## config.mk

```make
export PLATFORM = sky130hd
export DESIGN_NAME = sbus_frame_receiver_flat
export DESIGN_NICKNAME = d
export VERILOG_FILES = /design/src/design/sbusrx_pkg.sv /design/src/design/sbusrx_if.sv /design/src/design/sbus_frame_receiver.sv /design/src/design/sbusrx_store.sv /design/src/design/sbusrx_sync.sv /design/src/design/sbusrx_unpack.sv /design/src/flat_wrapper.sv
export SDC_FILE = /design/constraint.sdc
export NUM_CORES = 1
export LEC_CHECK = 0
export ABC_AREA = 1
export ABC_CLOCK_PERIOD_IN_PS = 13400
export BUFFER_PORTS_ARGS = -buffer_cell sky130_fd_sc_hd__clkbuf_2
export CORE_UTILIZATION = 35
export CTS_BUF_LIST = sky130_fd_sc_hd__clkbuf_8
export DETAILED_ROUTE_END_ITERATION = 10
export SLEW_MARGIN = 20
export SYNTH_ARGS = -nofsm -noshare
export SYNTH_HDL_FRONTEND = slang
export SYNTH_SLANG_ARGS = --single-unit
```

## constraint.sdc

```tcl
create_clock -name clk -period 13.4 [get_ports clk]
set_input_delay 2.68 -clock clk [delete_from_list [all_inputs] [get_ports clk]]
set_output_delay 2.68 -clock clk [all_outputs]
set_load 0.03 [all_outputs]
```

## src/design/sbusrx_pkg.sv

```systemverilog
// ----------------------------------------------------------------------------
// sbusrx_pkg: shared definitions for the SBUS frame receiver
// Frame geometry, register indexes, reset values and the structs that pass
// between the framing, store and unpacking blocks.
// ----------------------------------------------------------------------------
package sbusrx_pkg;

    // Frame geometry.
    localparam int FRAME_BYTES  = 25;
    localparam int CHANNELS     = 16;
    localparam int CHANNEL_BITS = 11;
    localparam int END_POS      = 24;
    localparam int FLAG_POS     = 23;
    localparam int FIRST_DATA   = 1;
    localparam int LOST_BIT     = 5;
    localparam int FAILSAFE_BIT = 4;

    // Derived widths.
    localparam int ADDR_W  = $clog2(FRAME_BYTES);
    localparam int CH_W    = $clog2(CHANNELS);
    localparam int BYTE_W  = 8;
    localparam int TIME_W  = 32;
    localparam int CFG_W   = 8;
    localparam int IDX_W   = 2;
    // Bit buffer holds at most CHANNEL_BITS-1 leftover bits plus one byte.
    localparam int ACC_W   = CHANNEL_BITS - 1 + BYTE_W;
    localparam int CNT_W   = $clog2(ACC_W + 1);

    // Configuration register indexes.
    localparam logic [IDX_W-1:0] REG_START_BYTE = 2'd0;
    localparam logic [IDX_W-1:0] REG_END_BYTE   = 2'd1;
    localparam logic [IDX_W-1:0] REG_GAP_LIMIT  = 2'd2;

    // Register reset values.
    localparam logic [CFG_W-1:0] START_BYTE_RST = 8'd15;
    localparam logic [CFG_W-1:0] END_BYTE_RST   = 8'd0;
    localparam logic [CFG_W-1:0] GAP_LIMIT_RST  = 8'd3;

    // Write request into the frame store.
    typedef struct packed {
        logic              en;
        logic [ADDR_W-1:0] addr;
        logic [BYTE_W-1:0] data;
    } store_wr_t;

    // Frame status from the framing logic to the unpacker.
    typedef struct packed {
        logic start;
        logic lost;
        logic failsafe;
    } frame_t;

endpackage

```

## src/design/sbusrx_if.sv

```systemverilog
// ----------------------------------------------------------------------------
// sbusrx_if: valid/ready channels of the SBUS frame receiver
// Byte channel into the block and channel-result channel out of it.
// ----------------------------------------------------------------------------
interface sbusrx_in_if;
    import sbusrx_pkg::*;

    logic              valid;
    logic              ready;
    logic [BYTE_W-1:0] rx_byte;
    logic [TIME_W-1:0] time_ms;

    modport source (output valid, output rx_byte, output time_ms, input ready);
    modport sink   (input valid, input rx_byte, input time_ms, output ready);
endinterface

interface sbusrx_out_if;
    import sbusrx_pkg::*;

    logic                    valid;
    logic                    ready;
    logic [CH_W-1:0]         channel_index;
    logic [CHANNEL_BITS-1:0] channel_value;
    logic                    lost_frame;
    logic                    failsafe_active;
    logic                    last_of_frame;

    modport source (output valid, output channel_index, output channel_value,
                    output lost_frame, output failsafe_active, output last_of_frame,
                    input ready);
    modport sink   (input valid, input channel_index, input channel_value,
                    input lost_frame, input failsafe_active, input last_of_frame,
                    output ready);
endinterface

```

## src/design/sbus_frame_receiver.sv

```systemverilog
// ----------------------------------------------------------------------------
// sbus_frame_receiver: SBUS frame receiver
// Collects 25-byte SBUS frames from timestamped serial bytes and emits the
// sixteen 11-bit channels of each good frame together with its flags.
// ----------------------------------------------------------------------------
// Usage:
//   bytes   - one beat per received byte with its millisecond timestamp.
//   results - one beat per channel, channel 0 first; last_of_frame marks
//             channel 15. lost_frame and failsafe_active come from byte 23.
//   cfg_*   - register writes (start byte, end byte, gap limit), done while
//             the block is idle.
// The beat that completes a good frame starts the unpacker, which reads
// the 22 payload bytes one at a time from the frame store, each by a fetch
// and a merge step, through a single shifter, and sends 16 result beats.
// bytes.ready is low while the unpacker runs. A result beat stays on the
// port until taken; a stalled receiver just holds the unpacker in place.
// Reset sets the registers to their defaults, clears the frame position
// and timestamp and leaves the frame store as it is.
// ----------------------------------------------------------------------------
module sbus_frame_receiver (
    input  logic                            clk,
    input  logic                            rst_n,
    input  logic                            cfg_we,
    input  logic [sbusrx_pkg::IDX_W-1:0]    cfg_index,
    input  logic [sbusrx_pkg::CFG_W-1:0]    cfg_data,
    sbusrx_in_if.sink                       bytes,
    sbusrx_out_if.source                    results
);
    import sbusrx_pkg::*;

    store_wr_t         wr;
    frame_t            frame;
    logic              rd_en;
    logic [ADDR_W-1:0] rd_addr;
    logic [BYTE_W-1:0] rd_data;
    logic              idle;
    logic              accept;

    // Bytes are taken only while the unpacker is idle.
    assign bytes.ready = idle;
    assign accept      = bytes.valid && idle;

    sbusrx_sync u_sync (
        .clk       (clk),
        .rst_n     (rst_n),
        .cfg_we    (cfg_we),
        .cfg_index (cfg_index),
        .cfg_data  (cfg_data),
        .accept    (accept),
        .rx_byte   (bytes.rx_byte),
        .time_ms   (bytes.time_ms),
        .wr        (wr),
        .frame     (frame)
    );

    sbusrx_store u_store (
        .clk     (clk),
        .wr      (wr),
        .rd_en   (rd_en),
        .rd_addr (rd_addr),
        .rd_data (rd_data)
    );

    sbusrx_unpack u_unpack (
        .clk     (clk),
        .rst_n   (rst_n),
        .frame   (frame),
        .rd_data (rd_data),
        .rd_en   (rd_en),
        .rd_addr (rd_addr),
        .idle    (idle),
        .res     (results)
    );

endmodule

```

## src/design/sbusrx_store.sv

```systemverilog
// ----------------------------------------------------------------------------
// sbusrx_store: frame byte memory
// One write port from the framing logic, one registered read port for the
// unpacker.
// ----------------------------------------------------------------------------
module sbusrx_store (
    input  logic                                 clk,
    input  sbusrx_pkg::store_wr_t                wr,
    input  logic                                 rd_en,
    input  logic [sbusrx_pkg::ADDR_W-1:0]        rd_addr,
    output logic [sbusrx_pkg::BYTE_W-1:0]        rd_data
);
    import sbusrx_pkg::*;

    logic [BYTE_W-1:0] mem [FRAME_BYTES];
    logic [BYTE_W-1:0] rd_data_reg;

    // Write and registered read.
    always_ff @(posedge clk)
    begin
        if (wr.en)
        begin
            mem[wr.addr] <= wr.data;
        end
        if (rd_en)
        begin
            rd_data_reg <= mem[rd_addr];
        end
    end

    assign rd_data = rd_data_reg;

endmodule

```

## src/design/sbusrx_sync.sv

```systemverilog
// ----------------------------------------------------------------------------
// sbusrx_sync: frame synchronization
// Holds the configuration registers, tracks the frame position, applies the
// inter-byte gap timeout and decides where each byte goes.
// ----------------------------------------------------------------------------
module sbusrx_sync (
    input  logic                            clk,
    input  logic                            rst_n,
    input  logic                            cfg_we,
    input  logic [sbusrx_pkg::IDX_W-1:0]    cfg_index,
    input  logic [sbusrx_pkg::CFG_W-1:0]    cfg_data,
    input  logic                            accept,
    input  logic [sbusrx_pkg::BYTE_W-1:0]   rx_byte,
    input  logic [sbusrx_pkg::TIME_W-1:0]   time_ms,
    output sbusrx_pkg::store_wr_t           wr,
    output sbusrx_pkg::frame_t              frame
);
    import sbusrx_pkg::*;

    logic [CFG_W-1:0]  start_byte_reg;
    logic [CFG_W-1:0]  end_byte_reg;
    logic [CFG_W-1:0]  gap_limit_reg;
    logic [ADDR_W-1:0] pos_reg;
    logic [ADDR_W-1:0] pos_next;
    logic [TIME_W-1:0] prev_time_reg;
    logic              lost_reg;
    logic              failsafe_reg;

    logic [TIME_W-1:0] delta;
    logic              gap_hit;
    logic [ADDR_W-1:0] pos_eff;
    logic              keep;
    logic              at_end;

    // Configuration registers.
    always_ff @(posedge clk or negedge rst_n)
    begin
        if (!rst_n)
        begin
            start_byte_reg <= START_BYTE_RST;
            end_byte_reg   <= END_BYTE_RST;
            gap_limit_reg  <= GAP_LIMIT_RST;
        end
        else if (cfg_we)
        begin
            unique case (cfg_index)
                REG_START_BYTE: start_byte_reg <= cfg_data;
                REG_END_BYTE:   end_byte_reg   <= cfg_data;
                REG_GAP_LIMIT:  gap_limit_reg  <= cfg_data;
                default:        ;
            endcase
        end
    end

    // Gap timeout: a partial frame restarts when the bytes are too far apart.
    assign delta   = time_ms - prev_time_reg;
    assign gap_hit = (pos_reg != '0) && (delta > TIME_W'(gap_limit_reg));
    assign pos_eff = gap_hit ? '0 : pos_reg;

    // Only the start byte may open a frame.
    assign keep   = accept && !((pos_eff == '0) && (rx_byte != start_byte_reg));
    assign at_end = (pos_eff == ADDR_W'(END_POS));

    assign wr.en   = keep;
    assign wr.addr = pos_eff;
    assign wr.data = rx_byte;

    // Next frame position.
    always_comb
    begin
        priority if (!accept)
        begin
            pos_next = pos_reg;
        end
        else if (!keep || at_end)
        begin
            pos_next = '0;
        end
        else
        begin
            pos_next = pos_eff + ADDR_W'(1);
        end
    end

    // Position and timestamp.
    always_ff @(posedge clk or negedge rst_n)
    begin
        if (!rst_n)
        begin
            pos_reg       <= '0;
            prev_time_reg <= '0;
        end
        else if (accept)
        begin
            pos_reg       <= pos_next;
            prev_time_reg <= time_ms;
        end
    end

    // Flag byte is captured as it is stored.
    always_ff @(posedge clk)
    begin
        if (keep && (pos_eff == ADDR_W'(FLAG_POS)))
        begin
            lost_reg     <= rx_byte[LOST_BIT];
            failsafe_reg <= rx_byte[FAILSAFE_BIT];
        end
    end

    // A complete frame with the right end byte starts unpacking.
    assign frame.start    = keep && at_end && (rx_byte == end_byte_reg);
    assign frame.lost     = lost_reg;
    assign frame.failsafe = failsafe_reg;

endmodule

```

## src/design/sbusrx_unpack.sv

```systemverilog
// ----------------------------------------------------------------------------
// sbusrx_unpack: channel unpacker
// A small sequencer reads the payload bytes one at a time into a bit buffer
// through one shifter and emits an 11-bit channel whenever enough bits are in.
// ----------------------------------------------------------------------------
module sbusrx_unpack (
    input  logic                            clk,
    input  logic                            rst_n,
    input  sbusrx_pkg::frame_t              frame,
    input  logic [sbusrx_pkg::BYTE_W-1:0]   rd_data,
    output logic                            rd_en,
    output logic [sbusrx_pkg::ADDR_W-1:0]   rd_addr,
    output logic                            idle,
    sbusrx_out_if.source                    res
);
    import sbusrx_pkg::*;

    localparam logic [1:0] ST_IDLE  = 2'd0;
    localparam logic [1:0] ST_FETCH = 2'd1;
    localparam logic [1:0] ST_MERGE = 2'd2;
    localparam logic [1:0] ST_EMIT  = 2'd3;

    localparam logic [CNT_W-1:0] CH_BITS = CNT_W'(CHANNEL_BITS);

    logic [1:0]        state_reg, state_next;
    logic [ADDR_W-1:0] ptr_reg, ptr_next;
    logic [ACC_W-1:0]  acc_reg, acc_next;
    logic [CNT_W-1:0]  cnt_reg, cnt_next;
    logic [CH_W-1:0]   ch_reg, ch_next;
    logic              lost_reg, lost_next;
    logic              failsafe_reg, failsafe_next;
    logic [CNT_W-1:0]  cnt_merged;
    logic [CNT_W-1:0]  cnt_left;
    logic              last_ch;

    assign cnt_merged = cnt_reg + CNT_W'(BYTE_W);
    assign cnt_left   = cnt_reg - CH_BITS;
    assign last_ch    = (ch_reg == CH_W'(CHANNELS - 1));

    // Sequencer and bit buffer.
    always_comb
    begin
        state_next    = state_reg;
        ptr_next      = ptr_reg;
        acc_next      = acc_reg;
        cnt_next      = cnt_reg;
        ch_next       = ch_reg;
        lost_next     = lost_reg;
        failsafe_next = failsafe_reg;
        rd_en         = 1'b0;
        rd_addr       = ptr_reg;
        unique case (state_reg)
            ST_IDLE:
            begin
                if (frame.start)
                begin
                    ptr_next      = ADDR_W'(FIRST_DATA);
                    acc_next      = '0;
                    cnt_next      = '0;
                    ch_next       = '0;
                    lost_next     = frame.lost;
                    failsafe_next = frame.failsafe;
                    state_next    = ST_FETCH;
                end
            end
            ST_FETCH:
            begin
                rd_en      = 1'b1;
                state_next = ST_MERGE;
            end
            ST_MERGE:
            begin
                acc_next   = acc_reg | (ACC_W'(rd_data) << cnt_reg);
                cnt_next   = cnt_merged;
                ptr_next   = ptr_reg + ADDR_W'(1);
                state_next = (cnt_merged >= CH_BITS) ? ST_EMIT : ST_FETCH;
            end
            ST_EMIT:
            begin
                if (res.ready)
                begin
                    acc_next = acc_reg >> CHANNEL_BITS;
                    cnt_next = cnt_left;
                    ch_next  = ch_reg + CH_W'(1);
                    priority if (last_ch)
                    begin
                        state_next = ST_IDLE;
                    end
                    else if (cnt_left >= CH_BITS)
                    begin
                        state_next = ST_EMIT;
                    end
                    else
                    begin
                        state_next = ST_FETCH;
                    end
                end
            end
            default:
            begin
                state_next = ST_IDLE;
            end
        endcase
    end

    always_ff @(posedge clk or negedge rst_n)
    begin
        if (!rst_n)
        begin
            state_reg <= ST_IDLE;
        end
        else
        begin
            state_reg <= state_next;
        end
    end

    always_ff @(posedge clk)
    begin
        ptr_reg      <= ptr_next;
        acc_reg      <= acc_next;
        cnt_reg      <= cnt_next;
        ch_reg       <= ch_next;
        lost_reg     <= lost_next;
        failsafe_reg <= failsafe_next;
    end

    // Result beat comes straight from registers.
    assign idle                = (state_reg == ST_IDLE);
    assign res.valid           = (state_reg == ST_EMIT);
    assign res.channel_index   = ch_reg;
    assign res.channel_value   = acc_reg[CHANNEL_BITS-1:0];
    assign res.lost_frame      = lost_reg;
    assign res.failsafe_active = failsafe_reg;
    assign res.last_of_frame   = last_ch;

endmodule

```

## src/flat_wrapper.sv

```systemverilog
// flat-port wrapper written by rule: the top's interface ports become plain ports
module sbus_frame_receiver_flat import sbusrx_pkg::*;
  (clk, rst_n, cfg_we, cfg_index, cfg_data, bytes_valid, bytes_rx_byte, bytes_time_ms, bytes_ready, results_valid, results_channel_index, results_channel_value, results_lost_frame, results_failsafe_active, results_last_of_frame, results_ready);
  sbusrx_in_if bytes_i ();
  sbusrx_out_if results_i ();
  input  logic clk;
  input  logic rst_n;
  input  logic cfg_we;
  input  logic [sbusrx_pkg::IDX_W-1:0] cfg_index;
  input  logic [sbusrx_pkg::CFG_W-1:0] cfg_data;
  input wire logic [$bits(bytes_i.valid)-1:0] bytes_valid;
  input wire logic [$bits(bytes_i.rx_byte)-1:0] bytes_rx_byte;
  input wire logic [$bits(bytes_i.time_ms)-1:0] bytes_time_ms;
  output wire logic [$bits(bytes_i.ready)-1:0] bytes_ready;
  output wire logic [$bits(results_i.valid)-1:0] results_valid;
  output wire logic [$bits(results_i.channel_index)-1:0] results_channel_index;
  output wire logic [$bits(results_i.channel_value)-1:0] results_channel_value;
  output wire logic [$bits(results_i.lost_frame)-1:0] results_lost_frame;
  output wire logic [$bits(results_i.failsafe_active)-1:0] results_failsafe_active;
  output wire logic [$bits(results_i.last_of_frame)-1:0] results_last_of_frame;
  input wire logic [$bits(results_i.ready)-1:0] results_ready;
  assign bytes_i.valid = bytes_valid;
  assign bytes_i.rx_byte = bytes_rx_byte;
  assign bytes_i.time_ms = bytes_time_ms;
  assign bytes_ready = bytes_i.ready;
  assign results_valid = results_i.valid;
  assign results_channel_index = results_i.channel_index;
  assign results_channel_value = results_i.channel_value;
  assign results_lost_frame = results_i.lost_frame;
  assign results_failsafe_active = results_i.failsafe_active;
  assign results_last_of_frame = results_i.last_of_frame;
  assign results_i.ready = results_ready;
  sbus_frame_receiver u_core (.clk(clk), .rst_n(rst_n), .cfg_we(cfg_we), .cfg_index(cfg_index), .cfg_data(cfg_data), .bytes(bytes_i), .results(results_i));
endmodule
```

After elaboration in Yosys (flattened, before gate mapping)
Memories as Yosys holds them, arrays and structs flattened. A register that Yosys moved wholly into a read port is not among the register bits.
Cells that the tools add are included.
{ "totals": {"memories": 1, "latch_bits": 0, "ramBits": 200, "romBits": 0, "ff_bits": 99, "output_inout_bits": 20} }
{ "memory_table": {"columns": ["name", "depth", "width", "rd", "rd_ports_with_merged_regs", "write_ports", "line_no", "text"], "rows": [
  ["u_core.u_store.mem", 25, 8, 1, 1, 1, "sbusrx_store.sv:15", "logic [BYTE_W-1:0] mem [FRAME_BYTES];"]
]} }
{ "classes": {"eq_ne": 12, "n_reduce_logical": 25, "div": 0, "bitwise": 1, "mul": 0, "addsub": 6, "n_lt_le_gt_ge": 3, "shift": 1, "muxes": 22} }
{ "ops": {"columns": ["cell", "n"], "rows": [
  ["$pmux 18 s3", 1],
  ["$mux 18", 2],
  ["$gt 32x8->1", 1],
  ["$sub 32x32->32", 1],
  ["$mux 5", 5],
  ["$or 18x18->18", 1],
  ["$shl 8x5->18", 1],
  ["$pmux 5 s3", 1],
  ["$reduce_and 2->1", 6],
  ["$add 5x1->5 const B", 2],
  ["$eq 5x5->1 const B", 2],
  ["$ge 5x4->1 const B", 2],
  ["$mux 2", 5],
  ["$pmux 5 s2", 1],
  ["$eq 8x8->1", 1],
  ["$mux 4", 2],
  ["$ne 8x8->1", 1],
  ["$pmux 2 s4", 1],
  ["$pmux 4 s2", 1],
  ["$logic_and 1x1->1", 7],
  ["$eq 2x2->1 const B", 3],
  ["$reduce_and 3->1", 2],
  ["$add 5x4->5 const B", 1],
  ["$logic_not 5->1", 1],
  ["12 further kinds", 19]
]} }

Logic depth before layout (Yosys ltp)
Gate-level depths: netlist (run 1).
{ "depth": {"depth_word": 12, "depth_mapped": 35} }

Hierarchy
Synthesis (run 1) repeated with hierarchy kept, for this count alone.
{ "unflattened": {"hier_cells": 2058, "area_unflattened_um2": 17053.9} }
{ "modules_own_cells": {"columns": ["module", "seq_area_each_um2", "area_each_um2", "instances", "cells_each"], "rows": [
  ["sbusrx_store", 6246.0, 8928.6, 1, 839],
  ["sbusrx_sync", 1594.0, 5873.1, 1, 935],
  ["sbusrx_unpack", 1071.0, 2244.7, 1, 282],
  ["sbus_frame_receiver", 0.0, 7.5, 1, 2]
]} }

Worst setup path before layout (run 1)
Ideal clock, no wire load.
{ "synth_path": {"path_type": "input port to flip-flop", "from": "input bytes_time_ms[0]", "to": "register u_core.u_unpack.acc_reg[0] (enable)", "slack_ns": 6.159, "t_required_ns": 13.003, "t_arrival_ns": 6.844, "cell_stages": 32, "path_cell_list": "inv_1 ha_1 fa_1 inv_1 nand2_1 nand2_1 and2_4 xor2_1 ha_1 nand2_1 nor2_1 nand4_1 nand2_1 nand2_1 nor2_1 nand2_1 nor2_1 nand3_1 nor2_1 nand2_2 nor2_8 a31oi_1 nor2_1 inv_1 ha_1 nand2_1 nor2_1 nand2_2 nand4_1 nand2_2 nand2_2 nor2_1"} }
{ "synth_via": {"elab_chain_cells": 12} }
{ "synth_lines": {"columns": ["element", "line_no", "text"], "rows": [
  ["from (decl)", "flat_wrapper.sv:13", "input wire logic [$bits(bytes_i.time_ms)-1:0] bytes_time_ms;"],
  ["$sub 32x32->32 (*)", "sbusrx_sync.sv:56", "assign delta = time_ms - prev_time_reg;"],
  ["$gt 32x8->1 (*)", "sbusrx_sync.sv:57", "assign gap_hit = (pos_reg != '0) && (delta > TIME_W'(gap_limit_reg));"],
  ["$logic_and 1x1->1 (*)", "sbusrx_sync.sv:57", null],
  ["$mux 5 (*)", "sbusrx_sync.sv:58", "assign pos_eff = gap_hit ? '0 : pos_reg;"],
  ["$logic_not 5->1", "sbusrx_sync.sv:61", "assign keep = accept && !((pos_eff == '0) && (rx_byte != start_byte_reg));"],
  ["$logic_and 1x1->1", "sbusrx_sync.sv:61", null],
  ["$logic_not 1->1", "sbusrx_sync.sv:61", null],
  ["$logic_and 1x1->1", "sbusrx_sync.sv:61", null],
  ["$logic_and 1x1->1 (*) (2 in series)", "sbusrx_sync.sv:111", "assign frame.start = keep && at_end && (rx_byte == end_byte_reg);"],
  ["$ne 2x1->1 (no source line) (*)", null, null],
  ["$reduce_and 3->1 (no source line) (*)", null, null],
  ["to (signal assigned)", "sbusrx_unpack.sv:121", "acc_reg <= acc_next;"],
  ["to (decl)", "sbusrx_unpack.sv:27", "logic [ACC_W-1:0] acc_reg, acc_next;"]
]} }
Mark *: on every way between the ends. The rest lies on a longest branch, timed or not.
A chain may end at the register's enable or synchronous reset.

Worst setup path in the final report (run 1)
{ "layout_path": {"from": "input bytes_time_ms[0]", "to": "memory u_core.u_store.mem[18][7] (enable)"} }
{ "layout_via": {"elab_chain_cells": 10} }
{ "layout_lines": {"columns": ["element", "line_no", "text"], "rows": [
  ["$sub 32x32->32 (*)", "sbusrx_sync.sv:56", null],
  ["$gt 32x8->1 (*)", "sbusrx_sync.sv:57", null],
  ["$logic_and 1x1->1 (*)", "sbusrx_sync.sv:57", null],
  ["$mux 5 (*)", "sbusrx_sync.sv:58", null],
  ["$logic_not 5->1", "sbusrx_sync.sv:61", null],
  ["$logic_and 1x1->1", "sbusrx_sync.sv:61", null],
  ["$logic_not 1->1", "sbusrx_sync.sv:61", null],
  ["$logic_and 1x1->1", "sbusrx_sync.sv:61", null],
  ["$mux 1", "sbusrx_store.sv:21", "if (wr.en)"],
  ["$mux 1 (not written as such)", "sbusrx_store.sv:23", "mem[wr.addr] <= wr.data;"],
  ["to (decl)", "sbusrx_store.sv:15", null]
]} }
Marked as above.

==> flow_summary_export.csv, run 1 <==
group,metric,value,unit
power,powerDensity,121,mW/mm2
synth,synth_area,0.0160,mm2
placed_design,io_buffers,74,
sta,finalSetupViolations,0,
detailed_routing,drt_iter0_markers,899,
clock_network,ctsHoldBuffers,0,
worst_setup_path,cp_num_buf_inv,5,
clock_network,path_clk_slew,0.07,ns
min_path,min_path_type,"reg2reg",
power,power,2160,uW
clock_network,cts_max_level,2,
outcome,status,"complete, no violations",
floorplan,row_count,77,
clock_network,clock_sinks,307,
clock_network,cts-root-buf,"clkbuf_8",
worst_setup_path,crit_path_top_delay_cell,"nor2_1",
sta,fmax,146,MHz
power,vdd_ir_drop_max,0.0767,mV
synth,synthMuxAreaShare,0.125,%
sta,worst_pin_slew,0.990,ns
sta,hold_viol_final,0,
final_layout,nNetsFinal,1946,
detailed_routing,vias,12300,
floorplan,die_x,216,um
synth,syn_inst,1767,
final_layout,nFillCells,4444,
synth,syn_avg_cell_area,9.05,um2
grt,grt_pass1_vias,12100,
detailed_routing,drt_pass1_iterations,6,
detailed_routing,drcViolationCount,0,
synth,synth_compound_area_share,12.0,%
grt,grt_usage,17.7,%
final_layout,final_layout_size_suffix_gt1_share,10.7,%
sta,rsz0062_at_grt,"no",
run,cap_viol_max_count,0,
floorplan,fp.dieArea,0.0465,mm2
placed_design,place_hpwl,28.2,mm
sta,relSlewSlack,34.0,%
final_layout,antenna_cells,0,
final_layout,area.growth.synth_to_final,11.7,%
synth,synth_seq_area_share,55.7,%
worst_setup_path,cpPeakStageDelay,0.57,ns
worst_setup_path,arrival,7.13,ns
detailed_routing,drtAntennaViolNets,0,
final_layout,final_cell_mix,"418 x nand2_1, 244 x edfxtp_1, 228 x inv_1",
sta,layout_min_cycle_time,6.87,ns
floorplan,fp.dieH,216,um
clock_network,clockBufferDepth,3,
floorplan,ios,75,
sta,tns,0,ns
clock_network,cts_resized,0,
power,p_leak,0.00756,uW
clock_network,post-cts-setup-buffers,0,
final_layout,largest_reg_flops,200,
worst_setup_path,crit_path_max_fanout,9,
worst_setup_path,cp_top_family,"simple AND/OR/NAND/NOR gates",
synth,synth-xor-area-share,1.53,%
floorplan,core,0.0446,mm2
sta,skew,0.0221,ns
grt,grt_max_degree,92,
synth,yosysUniqueCellTypes,49,
sta,fin_crit_sh,51.3,%
clock_network,numCtsBuffers,53,
synth,ys.flop_type,"edfxtp_1",
grt,grt_remaining_overflow,0,
worst_setup_path,start_kind,"input pin",
detailed_routing,viasPerCell,5.00,
worst_setup_path,end_kind,"flop",
floorplan,initial_core_util,35.8,%
synth,yosysWarnings,0,
placed_design,globalplace.congestion,0.896,
clock_network,cts_tree,"built",
synth,synth_edf_count,244,
worst_setup_path,cp.required,13.66,ns
detailed_routing,routedWlPerCell,16.6,um
sta,maxSlewViolCount,0,
final_layout,layout_commonest_cell,"nand2_1",
synth,synth_top_family_by_area,"simple AND/OR/NAND/NOR gates",
grt,antenna_found_initial,0,
clock_network,clkLatencyLatePin,0.63,ns
synth,synth_adder_area_share,4.27,%
grt,grt_pass1_wl,64.8,mm
synth,ys_async_sr_fraction,20.5,%
worst_setup_path,crit_type,"in2reg",
synth,syn_nets,1876,
synth,synthSimpleGateAreaFrac,19.2,%
synth,synth_seq_cells,307,
detailed_routing,totalWireLength,41.0,mm
## worst paths after layout
check,startpoint,end,slack (ns),cells after the start
min,u_core.u_sync.lost_reg,u_core.u_unpack.res.lost_frame,0.44,0
max in group asynchronous,rst_n,u_core.u_sync.end_byte_reg[1],10.56,2
max reg2reg,u_core.u_sync.prev_time_reg[0],u_core.u_store.mem[18][7],8.36,31
max,bytes_time_ms[0],u_core.u_store.mem[18][7],6.53,33
min reg2reg,u_core.u_sync.lost_reg,u_core.u_unpack.res.lost_frame,0.44,0
min in group asynchronous,rst_n,u_core.u_sync.prev_time_reg[9],2.21,2
## routing by layer
metal / share of wire, % / global-route usage, %
met5: 0 / 0
met4: 3.2 / 7.04
met3: 5.5 / 3.10
met2: 47 / 29.7
met1: 44 / 22.5
## cells in the mapped netlist, types with 2 or more instances
library cell	number	area, um2
nand2_1	418	1570
edfxtp_1	244	7330
inv_1	212	796
nor2_1	206	773
o21ai_0	192	961
a21oi_1	68	340
dfrtp_1	57	1430
nand3_1	57	285
clkbuf_1	53	199
ha_1	53	663
o221ai_1	27	236
o22ai_1	25	156
xor2_1	21	184
nand2_2	14	87.6
nand4_1	12	75.1
a31oi_1	11	68.8
buf_4	11	82.6
nand3b_1	7	52.6
o211ai_1	7	52.6
xnor2_1	7	61.3
dfstp_2	6	158
inv_2	6	22.5
clkinv_1	5	18.8
nor2_2	4	25.0
o21bai_1	4	30.0
or2_2	4	25.0
buf_1	3	11.3
nand3_2	3	30.0
nor3_1	3	15.0
nor4_1	3	18.8
a21o_1	2	15.0
mux2i_1	2	20.0
nand2_4	2	22.5
o21a_1	2	15.0
o21ai_1	2	10.0
## metrics by stage
step	cells	area (um2)	utilization (%)	worst slack [ns]	hold WS, ns
after floorplan	1767	16000	-	6.16	0.400
after global placement	2374	16900	37.8	6.00	0.411
after detailed placement	2374	16900	37.8	5.85	0.409
after CTS	2470	17800	40.0	6.52	0.444
after global routing	2470	17800	40.0	6.07	0.468
final	2470	17800	40.0	6.53	0.441
## power by group
group	switching (uW)	internal [uW]
Sequential	11.8	1060
Combinational	192	98.9
Clock	391	412
Total	595	1570
## worst register-to-register path, delay by kind of cell, from the launching register on
family,cells,cell delay (ns)
buf+inv,3,0.35
fa+ha+maj,4,1.08
flops,1,0.37
simple gates,22,2.74
compound gates,1,0.06
xor+xnor,1,0.06
## logic make-up (layout without fill, tap and decap cells)
group           Yosys count  after routing
buf+inv                 291            402
fa+ha+maj                54             54
simple gates            741            741
xor+xnor                 28             28
compound gates          344            344
flops                   307            307
mux                       2              2
## layout make-up
| cell class | count | area [um2] | area share, % |
|---|---|---|---|
| Sequential cell | 307 | 8910 | 49.9 |
| Multi-Input combinational cell | 1169 | 5940 | 33.3 |
| Inverter | 224 | 846 | 4.74 |
| Clock buffer | 57 | 785 | 4.40 |
| Tap cell | 592 | 741 | 4.15 |
| Timing Repair Buffer | 82 | 430 | 2.41 |
| Clock inverter | 39 | 201 | 1.13 |
(Power assumes the default switching activity.)
==> run 2, diff against run 1 <==
- ABC_CLOCK_PERIOD_IN_PS: 13400 -> 5900
- clock period: 13.4 -> 5.9 ns (I/O delays scaled with it)
==> run 2 against run 1 <==
Against the previous run: global-route usage down 0.13 points; highest routed layer unchanged; utilization up 0.66 points; combinational power up 130%; routed wire length down 2.7%; largest cell class unchanged; critical path depth up 1.
==> flow_summary_export.csv, run 2 (synthesized netlist as in run 1, its figures left out) <==
group,metric,value,unit
outcome,status,"complete, no violations",
detailed_routing,vias,12200,
power,power_frac_seq,47.7,%
worst_setup_path,end_kind,"flop",
floorplan,core,0.0446,mm2
placed_design,place_area,0.0171,mm2
clock_network,cts-root-buf,"clkbuf_8",
run,cap_viol_max_count,0,
final_layout,largest_reg_flops,200,
detailed_routing,totalWireLength,39.9,mm
worst_setup_path,cp.required,6.24,ns
detailed_routing,drt_pass1_iterations,5,
sta,fmax,194,MHz
detailed_routing,drcViolationCount,0,
power,intPower,3720,uW
clock_network,cts_tree,"built",
sta,rsz0062_at_grt,"no",
sta,worst_pin_slew,1.02,ns
power,power_frac_comb,13.2,%
worst_setup_path,cp_num_buf_inv,5,
power,clkPwrFrac,39.1,%
clock_network,ctsHoldBuffers,0,
grt,grt_pass1_wl,64.7,mm
sta,fin_crit_sh,87.3,%
final_layout,layout_commonest_cell,"nand2_1",
detailed_routing,drtAntennaViolNets,0,
power,switching_share,26.8,%
sta,layout_min_cycle_time,5.15,ns
placed_design,place_hpwl,27.8,mm
sta,maxSlewViolCount,0,
clock_network,cts_resized,0,
clock_network,clkLatencyLatePin,0.64,ns
worst_setup_path,start_kind,"input pin",
floorplan,initial_core_util,35.8,%
placed_design,io_buffers,74,
worst_setup_path,arrival,5.49,ns
clock_network,clock_sinks,307,
power,vdd_ir_drop_max,0.158,mV
final_layout,nNetsFinal,1971,
clock_network,clockBufferDepth,3,
grt,grt_usage,17.5,%
worst_setup_path,crit_path_top_delay_cell,"fa_1",
placed_design,globalplace.congestion,0.895,
sta,hold_viol_final,0,
power,power,5080,uW
clock_network,post-cts-setup-buffers,0,
sta,tns,0,ns
min_path,min_path_type,"reg2reg",
final_layout,final_cell_mix,"418 x nand2_1, 244 x edfxtp_1, 225 x inv_1",
detailed_routing,viasPerCell,4.90,
worst_setup_path,crit_path_max_fanout,20,
floorplan,die_x,216,um
floorplan,fp.dieH,216,um
clock_network,cts_max_level,2,
grt,grt_max_degree,86,
floorplan,ios,75,
grt,grt_remaining_overflow,0,
power,powerDensity,280,mW/mm2
clock_network,path_clk_slew,0.06,ns
sta,skew,0.0385,ns
final_layout,antenna_cells,0,
floorplan,fp.dieArea,0.0465,mm2
sta,relSlewSlack,31.4,%
power,p_switching,1360,uW
final_layout,nFillCells,4423,
detailed_routing,routedWlPerCell,16.0,um
final_layout,area.growth.synth_to_final,13.5,%
sta,finalSetupViolations,0,
worst_setup_path,cp_top_family,"simple AND/OR/NAND/NOR gates",
power,p_leak,0.00773,uW
floorplan,row_count,77,
clock_network,numCtsBuffers,52,
final_layout,final_layout_size_suffix_gt1_share,12.0,%
grt,grt_pass1_vias,12300,
final_layout,stdcell_area,0.0181,mm2
worst_setup_path,cpPeakStageDelay,0.40,ns
worst_setup_path,crit_type,"in2reg",
detailed_routing,drt_iter0_markers,749,
grt,antenna_found_initial,0,
-- run 2: changes by cell type in the layout (fill, tap and decap cells not counted), sizes merged --
| cell | change |
|---|---|
| buf | +26 |
| bufinv | +5 |
| clkbuf | -5 |
| inv | -2 |
| clkinvlp | +1 |
-- run 2: path summary, 6_finish.rpt --
check                                                  endpoint  slack, ns                           start  depth (start not counted)
worst max-delay path                u_core.u_unpack.acc_reg[14]       0.75                bytes_time_ms[0]                         34
worst min-delay path             u_core.u_unpack.res.lost_frame       0.42          u_core.u_sync.lost_reg                          0
worst max register to register      u_core.u_unpack.acc_reg[14]       1.06  u_core.u_sync.prev_time_reg[0]                         32
worst min register to register   u_core.u_unpack.res.lost_frame       0.42          u_core.u_sync.lost_reg                          0
max in group asynchronous       u_core.u_sync.start_byte_reg[7]       4.60                           rst_n                          2
min in group asynchronous          u_core.u_unpack.state_reg[1]       0.72                           rst_n                          2
-- run 2: power by group through the flow --
stage               clock [uW]  combinational [uW]  sequential [uW]
floorplan                    0                 467             2460
global placement             0                 668             2470
detailed placement           0                 673             2470
CTS                       2050                 677             2420
global route              2130                 781             2430
finish                    1990                 672             2420
-- run 2: layer usage --
metal / track usage [%] / share of wire, %
met1: 22.3 / 44
met2: 29.9 / 49
met3: 3.30 / 4.7
met4: 5.67 / 2.5
met5: 0 / 0
-- run 2: per-stage QoR --
stage	setup WS [ns]	hold slack [ns]	util, %	instances
final	0.751	0.424	40.7	2495
after global routing	0.273	0.441	40.7	2495
after CTS	0.790	0.425	40.7	2495
after detailed placement	0.0999	0.411	38.3	2400
after global placement	0.190	0.411	38.3	2400
after floorplan	0.159	0.400	-	1767
-- run 2: final cells by class --
| cell class | count | area [um2] | area share, % |
|---|---|---|---|
| Clock buffer | 52 | 716 | 3.94 |
| Clock inverter | 43 | 358 | 1.97 |
| Inverter | 224 | 846 | 4.66 |
| Multi-Input combinational cell | 1169 | 5940 | 32.7 |
| Sequential cell | 307 | 8910 | 49.1 |
| Tap cell | 592 | 741 | 4.08 |
| Timing Repair Buffer | 108 | 638 | 3.52 |
